File: config.mk
export PLATFORM = sky130hd
export DESIGN_NAME = stepper_segment_ramp_generator_top
export DESIGN_NICKNAME = d
export VERILOG_FILES = /design/src/design/ssrg_pkg.sv /design/src/design/stepper_segment_ramp_generator_top.sv
export VERILOG_INCLUDE_DIRS = /design/src /design/src/design
export SDC_FILE = /design/constraint.sdc
export NUM_CORES = 2
export LEC_CHECK = 0
export BUFFER_PORTS_ARGS = -buffer_cell sky130_fd_sc_hd__buf_2
export CORE_MARGIN = 2
export CORE_UTILIZATION = 50
export CTS_BUF_LIST = sky130_fd_sc_hd__clkbuf_2
export DETAILED_ROUTE_END_ITERATION = 12
export PLACE_DENSITY_LB_ADDON = 0.2
export SYNTH_ARGS = -nofsm -noshare
export SYNTH_HDL_FRONTEND = slang
export SYNTH_SLANG_ARGS = --single-unit
File: constraint.sdc
create_clock -name clk -period 4.4 [get_ports clk]
set_input_delay 0.88 -clock clk [delete_from_list [all_inputs] [get_ports clk]]
set_output_delay 0.88 -clock clk [all_outputs]
set_load 0.05 [all_outputs]
File: src/design/stepper_segment_ramp_generator_top_macros.svh
// ----------------------------------------------------------------------------
// stepper segment ramp generator assertion macros
// shared concurrent assertion forms, clocked on clk and disabled in reset
// ----------------------------------------------------------------------------
`ifndef STEPPER_SEGMENT_RAMP_GENERATOR_TOP_MACROS_SVH
`define STEPPER_SEGMENT_RAMP_GENERATOR_TOP_MACROS_SVH

// same-cycle implication
`define SSRG_ASSERT_IMP(label, ante, cons) \
    label: assert property (@(posedge clk) disable iff (!rst_n) (ante) |-> (cons)) \
        else $error("ssrg same-cycle check failed");

// next-cycle implication
`define SSRG_ASSERT_NXT(label, ante, cons) \
    label: assert property (@(posedge clk) disable iff (!rst_n) (ante) |=> (cons)) \
        else $error("ssrg next-cycle check failed");

`endif

File: src/design/ssrg_pkg.sv
// ----------------------------------------------------------------------------
// ssrg_pkg
// types and constants of the stepper segment ramp generator
// ----------------------------------------------------------------------------
`timescale 1ns / 1ps

package ssrg_pkg;

    localparam int MOTORS      = 8;
    localparam int DELAY_SHIFT = 5;
    localparam int DATA_W      = 32;
    localparam int STEP_W      = 8;
    localparam int DIV_CNT_W   = $clog2(DATA_W);

    localparam logic [1:0] CMD_LOAD_RATE = 2'd0;
    localparam logic [1:0] CMD_START     = 2'd1;
    localparam logic [1:0] CMD_STEP      = 2'd2;

    typedef struct packed {
        logic [1:0]        command;
        logic [2:0]        motor_select;
        logic [DATA_W-1:0] motor_rate_value;
        logic              skip_segment;
        logic [DATA_W-1:0] accel_count;
        logic [DATA_W-1:0] cruise_count;
        logic [DATA_W-1:0] decel_count;
        logic [DATA_W-1:0] cruise_delay_value;
        logic [DATA_W-1:0] start_period;
        logic [DATA_W-1:0] start_index;
    } item_t;

    typedef struct packed {
        logic [STEP_W-1:0] step_bits;
        logic [DATA_W-1:0] delay_cycles;
        logic              segment_done;
    } result_t;

    typedef enum logic [1:0] {
        ST_IDLE,
        ST_DIV,
        ST_EMIT
    } state_t;

    typedef enum logic [1:0] {
        MODE_DONE,
        MODE_ACCEL,
        MODE_CRUISE,
        MODE_DECEL
    } mode_t;

endpackage

File: src/design/stepper_segment_ramp_generator_top.sv
// ----------------------------------------------------------------------------
// stepper_segment_ramp_generator_top
// multi-axis dda step generator with an accel / cruise / decel period ramp
// ----------------------------------------------------------------------------
//
//  channel   signals                          dir  transfer when
//  item      item_valid, item_ready, item     in   item_valid && item_ready
//  result    result_valid, result_ready, res  out  result_valid && result_ready
//
//  rate load and segment start finish in the accepting cycle
//  a step loop in cruise, done, or accel at ramp index zero goes from accept straight to emit
//  a ramp step runs accept, then 32 passes of the restoring divider, then emit
//  the shared 33-bit subtract/compare in the divider sets the ramp step length
//  reset clears all rates, accumulators, counts and the ramp state to zero
//  emit holds while the output register is full and result_ready is low; item_ready is low until then
//
`timescale 1ns / 1ps

module stepper_segment_ramp_generator_top (
    input  logic              clk,
    input  logic              rst_n,
    input  logic              item_valid,
    output logic              item_ready,
    input  ssrg_pkg::item_t   item,
    output logic              result_valid,
    input  logic              result_ready,
    output ssrg_pkg::result_t result
);
    import ssrg_pkg::*;

    // control and ramp state
    state_t            state_reg, state_next;
    mode_t             mode_reg, mode_next;
    logic              div_used_reg, div_used_next;
    logic [DIV_CNT_W-1:0] div_cnt_reg, div_cnt_next;
    logic              result_valid_reg, result_valid_next;

    logic [DATA_W-1:0] phase_acc_reg [MOTORS];
    logic [DATA_W-1:0] phase_acc_next [MOTORS];
    logic [DATA_W-1:0] motor_rate_reg [MOTORS];
    logic [DATA_W-1:0] motor_rate_next [MOTORS];
    logic [DATA_W-1:0] ramp_remainder_reg, ramp_remainder_next;
    logic [DATA_W-1:0] ramp_period_reg, ramp_period_next;
    logic [DATA_W-1:0] ramp_index_reg, ramp_index_next;
    logic [DATA_W-1:0] accel_left_reg, accel_left_next;
    logic [DATA_W-1:0] cruise_left_reg, cruise_left_next;
    logic [DATA_W-1:0] decel_left_reg, decel_left_next;
    logic [DATA_W-1:0] cruise_delay_reg, cruise_delay_next;

    // divider working registers and result payload
    logic [DATA_W-1:0] div_rem_reg, div_rem_next;
    logic [DATA_W-1:0] div_quo_reg, div_quo_next;
    logic [DATA_W-1:0] div_dsr_reg, div_dsr_next;
    logic [STEP_W-1:0] steps_reg, steps_next;
    result_t           result_reg, result_next;

    // datapath helpers
    logic              accept;
    logic              out_free;
    logic              all_zero;
    logic [DATA_W-1:0] dividend;
    logic [DATA_W:0]   trial;
    logic [DATA_W:0]   trial_diff;
    logic [DATA_W-1:0] quo_used;
    logic [DATA_W-1:0] period_accel;
    logic [DATA_W-1:0] period_decel;
    logic [DATA_W-1:0] acc_sum [MOTORS];

    assign item_ready   = (state_reg == ST_IDLE);
    assign accept       = item_valid && item_ready;
    assign out_free     = !result_valid_reg || result_ready;
    assign result_valid = result_valid_reg;
    assign result       = result_reg;

    assign all_zero = (accel_left_reg == '0) && (cruise_left_reg == '0)
                      && (decel_left_reg == '0);

    // ramp dividend is shared by both ramp directions
    assign dividend = {ramp_period_reg[DATA_W-2:0], 1'b0} + ramp_remainder_reg;

    // one restoring divide step per cycle: shift in the next dividend bit
    assign trial      = {div_rem_reg, div_quo_reg[DATA_W-1]};
    assign trial_diff = trial - {1'b0, div_dsr_reg};

    // accel at ramp index zero skips the divide and leaves the period alone
    assign quo_used     = div_used_reg ? div_quo_reg : '0;
    assign period_accel = ramp_period_reg - quo_used;
    assign period_decel = ramp_period_reg + quo_used;

    always_comb
    begin
        for (int i = 0; i < MOTORS; i++)
        begin
            acc_sum[i] = phase_acc_reg[i] + motor_rate_reg[i];
        end
    end

    // next state and datapath control
    always_comb
    begin
        state_next          = state_reg;
        mode_next           = mode_reg;
        div_used_next       = div_used_reg;
        div_cnt_next        = div_cnt_reg;
        result_valid_next   = result_valid_reg;
        ramp_remainder_next = ramp_remainder_reg;
        ramp_period_next    = ramp_period_reg;
        ramp_index_next     = ramp_index_reg;
        accel_left_next     = accel_left_reg;
        cruise_left_next    = cruise_left_reg;
        decel_left_next     = decel_left_reg;
        cruise_delay_next   = cruise_delay_reg;
        div_rem_next        = div_rem_reg;
        div_quo_next        = div_quo_reg;
        div_dsr_next        = div_dsr_reg;
        steps_next          = steps_reg;
        result_next         = result_reg;
        for (int i = 0; i < MOTORS; i++)
        begin
            phase_acc_next[i]  = phase_acc_reg[i];
            motor_rate_next[i] = motor_rate_reg[i];
        end

        // output register drains on its transfer
        if (result_valid_reg && result_ready)
        begin
            result_valid_next = 1'b0;
        end

        case (state_reg)
            ST_IDLE:
            begin
                if (accept)
                begin
                    case (item.command)
                        CMD_LOAD_RATE:
                        begin
                            // motor_select is 3 bits wide, so every value matches exactly one of the eight lanes
                            for (int i = 0; i < MOTORS; i++)
                            begin
                                if (item.motor_select == 3'(i))
                                begin
                                    motor_rate_next[i] = item.motor_rate_value;
                                end
                            end
                        end
                        CMD_START:
                        begin
                            // skip_segment leaves everything as it is
                            if (!item.skip_segment)
                            begin
                                accel_left_next     = item.accel_count;
                                cruise_left_next    = item.cruise_count;
                                decel_left_next     = item.decel_count;
                                cruise_delay_next   = item.cruise_delay_value;
                                ramp_period_next    = item.start_period;
                                ramp_index_next     = item.start_index;
                                ramp_remainder_next = '0;
                                for (int i = 0; i < MOTORS; i++)
                                begin
                                    phase_acc_next[i] = '0;
                                end
                            end
                        end
                        CMD_STEP:
                        begin
                            if (all_zero)
                            begin
                                mode_next  = MODE_DONE;
                                state_next = ST_EMIT;
                            end
                            else
                            begin
                                // dda lanes advance and report their top bits
                                steps_next = '0;
                                for (int i = 0; i < MOTORS; i++)
                                begin
                                    phase_acc_next[i] = acc_sum[i];
                                    if (i < STEP_W)
                                    begin
                                        steps_next[i] = acc_sum[i][DATA_W-1];
                                    end
                                end

                                // first phase with loops left runs
                                if (accel_left_reg != '0)
                                begin
                                    mode_next     = MODE_ACCEL;
                                    div_used_next = (ramp_index_reg != '0);
                                    div_dsr_next  = {ramp_index_reg[DATA_W-3:0], 2'b01};
                                end
                                else if (cruise_left_reg != '0)
                                begin
                                    mode_next     = MODE_CRUISE;
                                    div_used_next = 1'b0;
                                end
                                else
                                begin
                                    mode_next     = MODE_DECEL;
                                    div_used_next = 1'b1;
                                    div_dsr_next  = {ramp_index_reg[DATA_W-3:0], 2'b00}
                                                    - DATA_W'(1);
                                end

                                div_rem_next = '0;
                                div_quo_next = dividend;
                                div_cnt_next = '1;

                                if (((accel_left_reg != '0) && (ramp_index_reg != '0))
                                    || ((accel_left_reg == '0) && (cruise_left_reg == '0)))
                                begin
                                    state_next = ST_DIV;
                                end
                                else
                                begin
                                    state_next = ST_EMIT;
                                end
                            end
                        end
                        default:
                        begin
                            // unused command code, no effect
                        end
                    endcase
                end
            end

            ST_DIV:
            begin
                if (!trial_diff[DATA_W])
                begin
                    div_rem_next = trial_diff[DATA_W-1:0];
                    div_quo_next = {div_quo_reg[DATA_W-2:0], 1'b1};
                end
                else
                begin
                    div_rem_next = trial[DATA_W-1:0];
                    div_quo_next = {div_quo_reg[DATA_W-2:0], 1'b0};
                end
                div_cnt_next = div_cnt_reg - DIV_CNT_W'(1);
                if (div_cnt_reg == '0)
                begin
                    state_next = ST_EMIT;
                end
            end

            ST_EMIT:
            begin
                if (out_free)
                begin
                    result_valid_next = 1'b1;
                    state_next        = ST_IDLE;
                    case (mode_reg)
                        MODE_DONE:
                        begin
                            result_next.step_bits    = '0;
                            result_next.delay_cycles = '0;
                            result_next.segment_done = 1'b1;
                        end
                        MODE_ACCEL:
                        begin
                            ramp_period_next = period_accel;
                            if (div_used_reg)
                            begin
                                ramp_remainder_next = div_rem_reg;
                            end
                            ramp_index_next          = ramp_index_reg + DATA_W'(1);
                            accel_left_next          = accel_left_reg - DATA_W'(1);
                            result_next.step_bits    = steps_reg;
                            result_next.delay_cycles = period_accel >> DELAY_SHIFT;
                            result_next.segment_done = 1'b0;
                        end
                        MODE_CRUISE:
                        begin
                            cruise_left_next         = cruise_left_reg - DATA_W'(1);
                            result_next.step_bits    = steps_reg;
                            result_next.delay_cycles = cruise_delay_reg;
                            result_next.segment_done = 1'b0;
                        end
                        MODE_DECEL:
                        begin
                            ramp_period_next         = period_decel;
                            ramp_remainder_next      = div_rem_reg;
                            ramp_index_next          = ramp_index_reg - DATA_W'(1);
                            decel_left_next          = decel_left_reg - DATA_W'(1);
                            result_next.step_bits    = steps_reg;
                            result_next.delay_cycles = period_decel >> DELAY_SHIFT;
                            result_next.segment_done = 1'b0;
                        end
                        default:
                        begin
                            result_next.step_bits    = '0;
                            result_next.delay_cycles = '0;
                            result_next.segment_done = 1'b1;
                        end
                    endcase
                end
            end

            default:
            begin
                state_next = ST_IDLE;
            end
        endcase
    end

    // state register
    always_ff @(posedge clk or negedge rst_n)
    begin
        if (!rst_n)
        begin
            state_reg <= ST_IDLE;
        end
        else
        begin
            state_reg <= state_next;
        end
    end

    // control and ramp state registers
    always_ff @(posedge clk or negedge rst_n)
    begin
        if (!rst_n)
        begin
            mode_reg           <= MODE_DONE;
            div_used_reg       <= 1'b0;
            div_cnt_reg        <= '0;
            result_valid_reg   <= 1'b0;
            ramp_remainder_reg <= '0;
            ramp_period_reg    <= '0;
            ramp_index_reg     <= '0;
            accel_left_reg     <= '0;
            cruise_left_reg    <= '0;
            decel_left_reg     <= '0;
            cruise_delay_reg   <= '0;
            for (int i = 0; i < MOTORS; i++)
            begin
                phase_acc_reg[i]  <= '0;
                motor_rate_reg[i] <= '0;
            end
        end
        else
        begin
            mode_reg           <= mode_next;
            div_used_reg       <= div_used_next;
            div_cnt_reg        <= div_cnt_next;
            result_valid_reg   <= result_valid_next;
            ramp_remainder_reg <= ramp_remainder_next;
            ramp_period_reg    <= ramp_period_next;
            ramp_index_reg     <= ramp_index_next;
            accel_left_reg     <= accel_left_next;
            cruise_left_reg    <= cruise_left_next;
            decel_left_reg     <= decel_left_next;
            cruise_delay_reg   <= cruise_delay_next;
            for (int i = 0; i < MOTORS; i++)
            begin
                phase_acc_reg[i]  <= phase_acc_next[i];
                motor_rate_reg[i] <= motor_rate_next[i];
            end
        end
    end

    // divider and result payload, no reset needed
    always_ff @(posedge clk)
    begin
        div_rem_reg <= div_rem_next;
        div_quo_reg <= div_quo_next;
        div_dsr_reg <= div_dsr_next;
        steps_reg   <= steps_next;
        result_reg  <= result_next;
    end

`include "stepper_segment_ramp_generator_top_macros.svh"

    // divider partial remainder stays below the divisor
    `SSRG_ASSERT_IMP(a_div_rem_bound, state_reg == ST_DIV, div_rem_reg < div_dsr_reg)

    // last divide pass hands over to emit
    `SSRG_ASSERT_NXT(a_div_to_emit, state_reg == ST_DIV && div_cnt_reg == '0,
                     state_reg == ST_EMIT)

    // step on a finished segment goes straight to a done result
    `SSRG_ASSERT_NXT(a_done_path, accept && item.command == CMD_STEP && all_zero,
                     state_reg == ST_EMIT && mode_reg == MODE_DONE)

    // emit with a free output slot loads the result and returns to idle
    `SSRG_ASSERT_NXT(a_emit_load, state_reg == ST_EMIT && out_free,
                     result_valid_reg && state_reg == ST_IDLE)

    // done result carries no steps and no delay
    `SSRG_ASSERT_IMP(a_done_zero, result_valid_reg && result_reg.segment_done,
                     result_reg.step_bits == '0 && result_reg.delay_cycles == '0)

endmodule
# Word-level counts from Yosys, hierarchy flattened
# Cells that the tools add are included.
[word_totals] ff_bits=892 ram_bits=0 output_inout_bits=43 rom_bits=0 memories=0 latchBits=0
[op_classes] n_reduce_logical=43 shifts=0 div=0 addsub=19 multipliers=0 n_eq_ne=29 n_lt_le_gt_ge=0 mux=73 n_bitwise=2
[ops] cell="$mux 32" n=38
[ops] cell="$pmux 32 s2" n=11
[ops] cell="$mux 256" n=2
[ops] cell="$pmux 256 s2" n=1
[ops] cell="$add 32x32->32" n=10
[ops] cell="$pmux 41 s4" n=1
[ops] cell="$sub 32x1->32 const B" n=5
[ops] cell="$logic_not 32->1" n=3
[ops] cell="$reduce_bool 32->1" n=3
[ops] cell="$reduce_and 4->1" n=12
[ops] cell="$sub 33x32->33" n=1
[ops] cell="$add 32x1->32 const B" n=1
[ops] cell="$sub 32x32->32" n=1
[ops] cell="$reduce_and 6->1" n=4
[ops] cell="$mux 2" n=8
[ops] cell="$ne 2x2->1 const B" n=8
[ops] cell="$mux 5" n=3
[ops] cell="$eq 3x3->1 const B" n=4
[ops] cell="$ne 2x1->1 const B" n=5
[ops] cell="$pmux 5 s2" n=1
[ops] cell="$reduce_and 5->1" n=2
[ops] cell="$eq 2x2->1 const B" n=4
[ops] cell="$mux 1" n=7
[ops] cell="$reduce_and 7->1" n=1
[ops] cell="other kinds (17)" n=30

# Longest topological paths before layout
[logic_depth] ltp_word=8 depth_mapped=17

# Worst setup path before layout
# Ideal clock, no wire load.
[synth_timing] kind="register to register" start="register decel_left_reg[0]" end="register div_cnt_reg[4]" synth_period_minus_slack_ns=4.807 stages_incl_launch_ff=14 setup_ns=0.123 required_ns=4.277 setup_slack_ns=-0.407 arrival_time_ns=4.684 path_cell_list="dfrtp_1 inv_1 ha_1 nor2b_1 nand2_1 or3_1 or3_1 nor3_4 nand3_2 a41oi_1 nor2_1 nand3_1 xor2_1 nand2_1"
[synth_between] elab_chain_cells=4
[synth_rtl] item="from (decl)" line="stepper_segment_ramp_generator_top.sv:47" text="logic [DATA_W-1:0] decel_left_reg, decel_left_next;"
[synth_rtl] item="from (signal assigned)" line="stepper_segment_ramp_generator_top.sv:353" text="decel_left_reg <= decel_left_next;"
[synth_rtl] item="$logic_not 32->1" line="stepper_segment_ramp_generator_top.sv:76" text="&& (decel_left_reg == '0);"
[synth_rtl] item="$logic_and 1x1->1" line="stepper_segment_ramp_generator_top.sv:76"
[synth_rtl] item="$ne 2x2->1 (no line)"
[synth_rtl] item="$reduce_and 4->1 (no line)"
[synth_rtl] item="to (signal assigned)" line="stepper_segment_ramp_generator_top.sv:346" text="div_cnt_reg <= div_cnt_next;"
[synth_rtl] item="to (decl)" line="stepper_segment_ramp_generator_top.sv:35" text="logic [DIV_CNT_W-1:0] div_cnt_reg, div_cnt_next;"
# No other way between the ends.
# A chain may end at the register's enable or synchronous reset.

# Final worst setup path
[layout_timing] start="register div_used_reg" end="register ramp_period_reg[28]"
[layout_between] elab_chain_cells=5 elab_cells_between_ends=6 classes_between="add/sub: 2; mux: 4"
[layout_rtl] item="from (decl)" line="stepper_segment_ramp_generator_top.sv:34" text="logic div_used_reg, div_used_next;"
[layout_rtl] item="from (signal assigned)" line="stepper_segment_ramp_generator_top.sv:345" text="div_used_reg <= div_used_next;"
[layout_rtl] item="$mux 32 *" line="stepper_segment_ramp_generator_top.sv:86" text="assign quo_used = div_used_reg ? div_quo_reg : '0;"
[layout_rtl] item="$add 32x32->32 or $sub 32x32->32 (tied branches)" line="stepper_segment_ramp_generator_top.sv:88, stepper_segment_ramp_generator_top.sv:87"
[layout_rtl] item="$pmux 32 s2 *" line="stepper_segment_ramp_generator_top.sv:253" text="case (mode_reg)"
[layout_rtl] item="$mux 32 *" line="stepper_segment_ramp_generator_top.sv:249" text="if (out_free)"
[layout_rtl] item="$pmux 32 s2 *" line="stepper_segment_ramp_generator_top.sv:130" text="case (state_reg)"
[layout_rtl] item="to (signal assigned)" line="stepper_segment_ramp_generator_top.sv:349" text="ramp_period_reg <= ramp_period_next;"
[layout_rtl] item="to (decl)" line="stepper_segment_ramp_generator_top.sv:43" text="logic [DATA_W-1:0] ramp_period_reg, ramp_period_next;"
# Mark *: on every way between the ends. The rest lies on a longest branch, timed or not. The select of a mux whose other input is x is not followed.

==> results.rst <==
.. list-table::
   :header-rows: 1

   * - Metric
     - Value
   * - Post-route clock skew
     - between 100 and 150 ps
   * - Most used flip-flop cell after synthesis
     - sky130_fd_sc_hd__dfrtp_1
   * - Highest-delay cell along the critical path
     - sky130_fd_sc_hd__dlygate4sd3_1
   * - Final-stage net count
     - about 7.5k
   * - Proportion of layout cells with a drive suffix above 1
     - between 10% and 20%
   * - Maximum vdd drop
     - about 0.41 mV
   * - Wire length of the first global-routing pass
     - approximately 270000 µm
   * - Core area
     - ~110000 µm²
   * - RSZ-0062 raised after global routing
     - false
   * - Pin count of the biggest net entering global routing
     - 119
   * - Buffer type at the clock tree root
     - sky130_fd_sc_hd__clkbuf_2
   * - Buffers inserted by post-CTS timing repair
     - 0
   * - Seq. cell area
     - between 20000 and 25000 µm²
   * - Largest driver fanout on the critical path
     - 3
   * - Number of DRC markers in iteration 0
     - around 4k
   * - EDFF count, synth
     - between 100 and 150
   * - Setup-violating endpoint count in the final report
     - 0
   * - Worst Hold Class
     - in -> reg
   * - Number of I/O port buffers
     - between 200 and 300
   * - Distinct cell type count of the synthesized netlist
     - 87
   * - Via count of the first global-routing pass
     - between 40k and 50k
   * - Post-synth top area cell
     - sky130_fd_sc_hd__dfrtp_1
   * - Cell Rows
     - about 120
   * - Remaining design rule violation count
     - 0
   * - Worst endpoint required time
     - just under 6000 ps
   * - Number of antenna violations at the first check in global routing
     - 36
   * - Total number of vias
     - about 50k
   * - Total routing usage reported by global routing
     - between 20 and 30%
   * - Die boundary height
     - about 340 µm
   * - Final critical delay including setup and external delays
     - 4190 ps
   * - Clock-pin slew reported for the worst setup and hold paths after clock tree synthesis
     - 110 ps
   * - Worst hold slack
     - between 200 and 250 ps
   * - Synthesized flop and latch total
     - slightly below 900
   * - Post-synth top area share
     - approximately 33%
   * - Total number of clock tree sinks
     - 891
   * - Layout Area Growth over Synthesis
     - 17.9%
   * - Netlist area before placement
     - roughly 56000 µm²
   * - Area after DPL
     - roughly 60000 µm²
   * - Slew at the pin with the worst max-slew slack
     - 1210 ps
   * - Ratio of final minimum period to clock period
     - 95.3%
   * - End-of-flow core utilization
     - approximately three fifths
   * - Max Cap Violations
     - 0
   * - Avg Vias per Cell
     - around 5.8
   * - Setup Slack @ Placement
     - 345 ps
   * - Area of the die
     - roughly 120000 µm²
   * - Effective utilization at floorplan
     - 50.3%
   * - Final weighted congestion in routability-driven placement
     - 0.928
   * - Leakage power figure
     - 32.5 nW
   * - Count of filler cells inserted in the layout
     - between 9k and 10k
   * - Critical path's largest stage delay
     - approximately 550 ps
   * - Worst slew slack as a fraction of its limit
     - around a fifth
   * - Clock tree from TritonCTS
     - done
   * - Post-placement cell count
     - 7682
   * - Sequential-to-total area share from yosys stat
     - between 40% and 50%
   * - Total Power Consumption
     - ~36 mW
   * - Synth area leaders
     - sky130_fd_sc_hd__dfrtp_1 33%, sky130_fd_sc_hd__ha_1 9.2%, sky130_fd_sc_hd__edfxtp_1 7.7%
   * - Max H-tree Level
     - 4
   * - Max Freq
     - between 200 and 250 MHz
   * - Area occupied by multi-input gates
     - approximately 32000 µm²
   * - CTS Buf Count
     - 238
   * - Worst setup margin
     - around 210 ps
   * - Die extent in x
     - approximately 340 µm
   * - Count of pins over their slew limit
     - 0
   * - Antenna-violating nets left
     - 0
   * - Ordered cell list for the critical path
     - and2_1, ha_1, fa_1, nor2b_1, o211ai_1, a31o_2, a21oi_1, a41oi_1, o31ai_2, a311o_1, nand2_1, o31ai_1, mux2i_1, nand3_1, dlygate4sd3_1
   * - Number of standard cells after synthesis
     - a little over 6k
   * - I/O pins
     - ~280
   * - First drt pass iteration count
     - 6
   * - Post-synthesis area per instance
     - 9.30 µm²
   * - Worst endpoint data arrival time
     - between 5000 and 6000 ps
   * - Later-pin clock latency in the skew report
     - around 1700 ps
   * - Critical Path Sink Type
     - flip-flop
   * - FFs w/ async S/R, synth
     - between 80% and 90%
   * - Final standard cell area without fillers
     - around 66000 µm²
   * - Yosys synthesis warning count
     - 0
   * - Global route total overflow
     - 0
   * - Worst Setup Path Type
     - reg -> reg
   * - Aggregate routed wire length
     - ~170000 µm
   * - Routed length per instance
     - 20.1 µm
   * - Net count of the mapped netlist
     - 6722
   * - Final instance count without filler cells
     - roughly 8.6k
   * - Total power density per cell area
     - 541 nW/µm²
   * - Startpoint type of the worst setup path
     - flip-flop
   * - Status
     - completed
   * - Placed wire-length estimate
     - approximately 110000 µm
   * - TNS Setup
     - 0 ps
   * - Hold Vio Cnt, Final
     - 0
   * - Maximum clock insertion buffer count
     - 3
worst paths after layout:
kind,start,end,slack (ps),depth (start not counted)
max,div_used_reg$_DFFE_PN0P_,ramp_period_reg[28]$_DFFE_PN0P_,210,15
max reg2reg,div_used_reg$_DFFE_PN0P_,ramp_period_reg[28]$_DFFE_PN0P_,210,15
min,item[167],accel_left_reg[7]$_DFFE_PN0P_,210,4
max in group asynchronous,rst_n,ramp_remainder_reg[27]$_DFFE_PN0P_,3170,4
min in group asynchronous,rst_n,phase_acc_reg[251]$_DFFE_PN0P_,630,4
min reg2reg,decel_left_reg[29]$_DFFE_PN0P_,decel_left_reg[29]$_DFFE_PN0P_,480,2
report_power, final:
| group | internal, mW | switching, mW | leakage, nW | total [mW] |
|---|---|---|---|---|
| Clock | 2.48 | 3.73 | 1.70 | 6.22 |
| Sequential | 11.1 | 2.10 | 11.4 | 13.2 |
| Combinational | 6.97 | 9.62 | 19.4 | 16.6 |
| Total | 20.5 | 15.5 | 32.5 | 36.0 |
cells by family (layout without fill, tap and decap cells):
kind of cell / Yosys count / in the layout / synth area share, %
flip-flops: 891 / 891 / 40.8
AO/OA/AOI/OAI: 1857 / 1857 / 20.2
buffers and inverters: 482 / 1472 / 3.29
multiplexers: 304 / 304 / 6.03
other: 0 / 22 / 0
AND/OR/NAND/NOR: 1725 / 1725 / 14.2
adder cells (fa/ha/maj): 427 / 427 / 9.65
XOR/XNOR: 375 / 375 / 5.82
timing repair:
action	4_1_cts	5_1_grt
hold buffers	433	0
resized for setup	0	7
hold endpoints to repair	1214	0
endpoints found under the setup margin	0	6
routing by layer:
layer  up-vias  global-route usage [%]  wire length [µm]
met3       462                    6.30             11900
met5         -                       0               107
li1      23700                       -                 -
met2      1823                    47.8             79700
met1     24100                    38.2             73400
met4        18                    12.9              7030
layout make-up:
class	count	area share, %
inverters	222	1.26
clock inverters	81	0.723
multi-input cells	4688	47.6
repair buffers	814	10.2
diodes	22	0.0828
clock buffers	355	2.67
well taps	1500	2.82
flip-flops and latches	891	34.6
cell usage after synthesis, types with 30 or more instances:
library cell	n
sky130_fd_sc_hd__dfrtp_1	747
sky130_fd_sc_hd__nand2_1	663
sky130_fd_sc_hd__a21oi_1	519
sky130_fd_sc_hd__o21ai_0	462
sky130_fd_sc_hd__ha_1	414
sky130_fd_sc_hd__nor2_1	365
sky130_fd_sc_hd__mux2_2	284
sky130_fd_sc_hd__a21o_1	222
sky130_fd_sc_hd__inv_1	218
sky130_fd_sc_hd__clkbuf_1	203
sky130_fd_sc_hd__xnor2_1	193
sky130_fd_sc_hd__xor2_1	182
sky130_fd_sc_hd__nand3_1	166
sky130_fd_sc_hd__edfxtp_1	144
sky130_fd_sc_hd__o21ai_1	134
sky130_fd_sc_hd__nor3_1	117
sky130_fd_sc_hd__nand2b_1	67
sky130_fd_sc_hd__or3_1	61
sky130_fd_sc_hd__o21a_1	58
sky130_fd_sc_hd__a31oi_1	55
sky130_fd_sc_hd__nor2b_1	55
sky130_fd_sc_hd__o21bai_1	49
sky130_fd_sc_hd__and3_1	44
sky130_fd_sc_hd__nand4_1	38
sky130_fd_sc_hd__a211oi_1	36
sky130_fd_sc_hd__nor4_1	32
sky130_fd_sc_hd__a22o_1	31
sky130_fd_sc_hd__o31ai_1	31
sky130_fd_sc_hd__buf_2	30
sky130_fd_sc_hd__o22ai_1	30
cells in the final DEF (no fill, tap or decap), types with 31 or more instances in the layout:
cell type	instances
sky130_fd_sc_hd__dfrtp_1	747
sky130_fd_sc_hd__clkinv_1	62
sky130_fd_sc_hd__and3_1	44
sky130_fd_sc_hd__dlygate4sd3_1	432
sky130_fd_sc_hd__inv_1	217
sky130_fd_sc_hd__o21ai_1	134
sky130_fd_sc_hd__ha_1	414
sky130_fd_sc_hd__a31oi_1	54
sky130_fd_sc_hd__xor2_1	181
sky130_fd_sc_hd__edfxtp_1	144
sky130_fd_sc_hd__nor2_1	362
sky130_fd_sc_hd__clkbuf_2	355
sky130_fd_sc_hd__buf_4	87
sky130_fd_sc_hd__a22o_1	31
sky130_fd_sc_hd__a21o_1	222
sky130_fd_sc_hd__o21ai_0	459
sky130_fd_sc_hd__or3_1	61
sky130_fd_sc_hd__nand2_1	663
sky130_fd_sc_hd__o21a_1	58
sky130_fd_sc_hd__buf_2	275
sky130_fd_sc_hd__xnor2_1	193
sky130_fd_sc_hd__a21oi_1	516
sky130_fd_sc_hd__nand4_1	38
sky130_fd_sc_hd__mux2_2	284
sky130_fd_sc_hd__nand2b_1	64
sky130_fd_sc_hd__o21bai_1	49
sky130_fd_sc_hd__a211oi_1	36
sky130_fd_sc_hd__nor4_1	32
sky130_fd_sc_hd__nor2b_1	53
sky130_fd_sc_hd__nand3_1	166
sky130_fd_sc_hd__nor3_1	116
worst max-delay path, delay by kind of cell (launching register included):
kind | cells | cell delay [ps]
flops | 1 | 430
compound gates | 7 | 1730
buf+inv | 1 | 550
mux | 1 | 230
simple gates | 4 | 530
fa+ha+maj | 2 | 640
(Power assumes the default switching activity.)
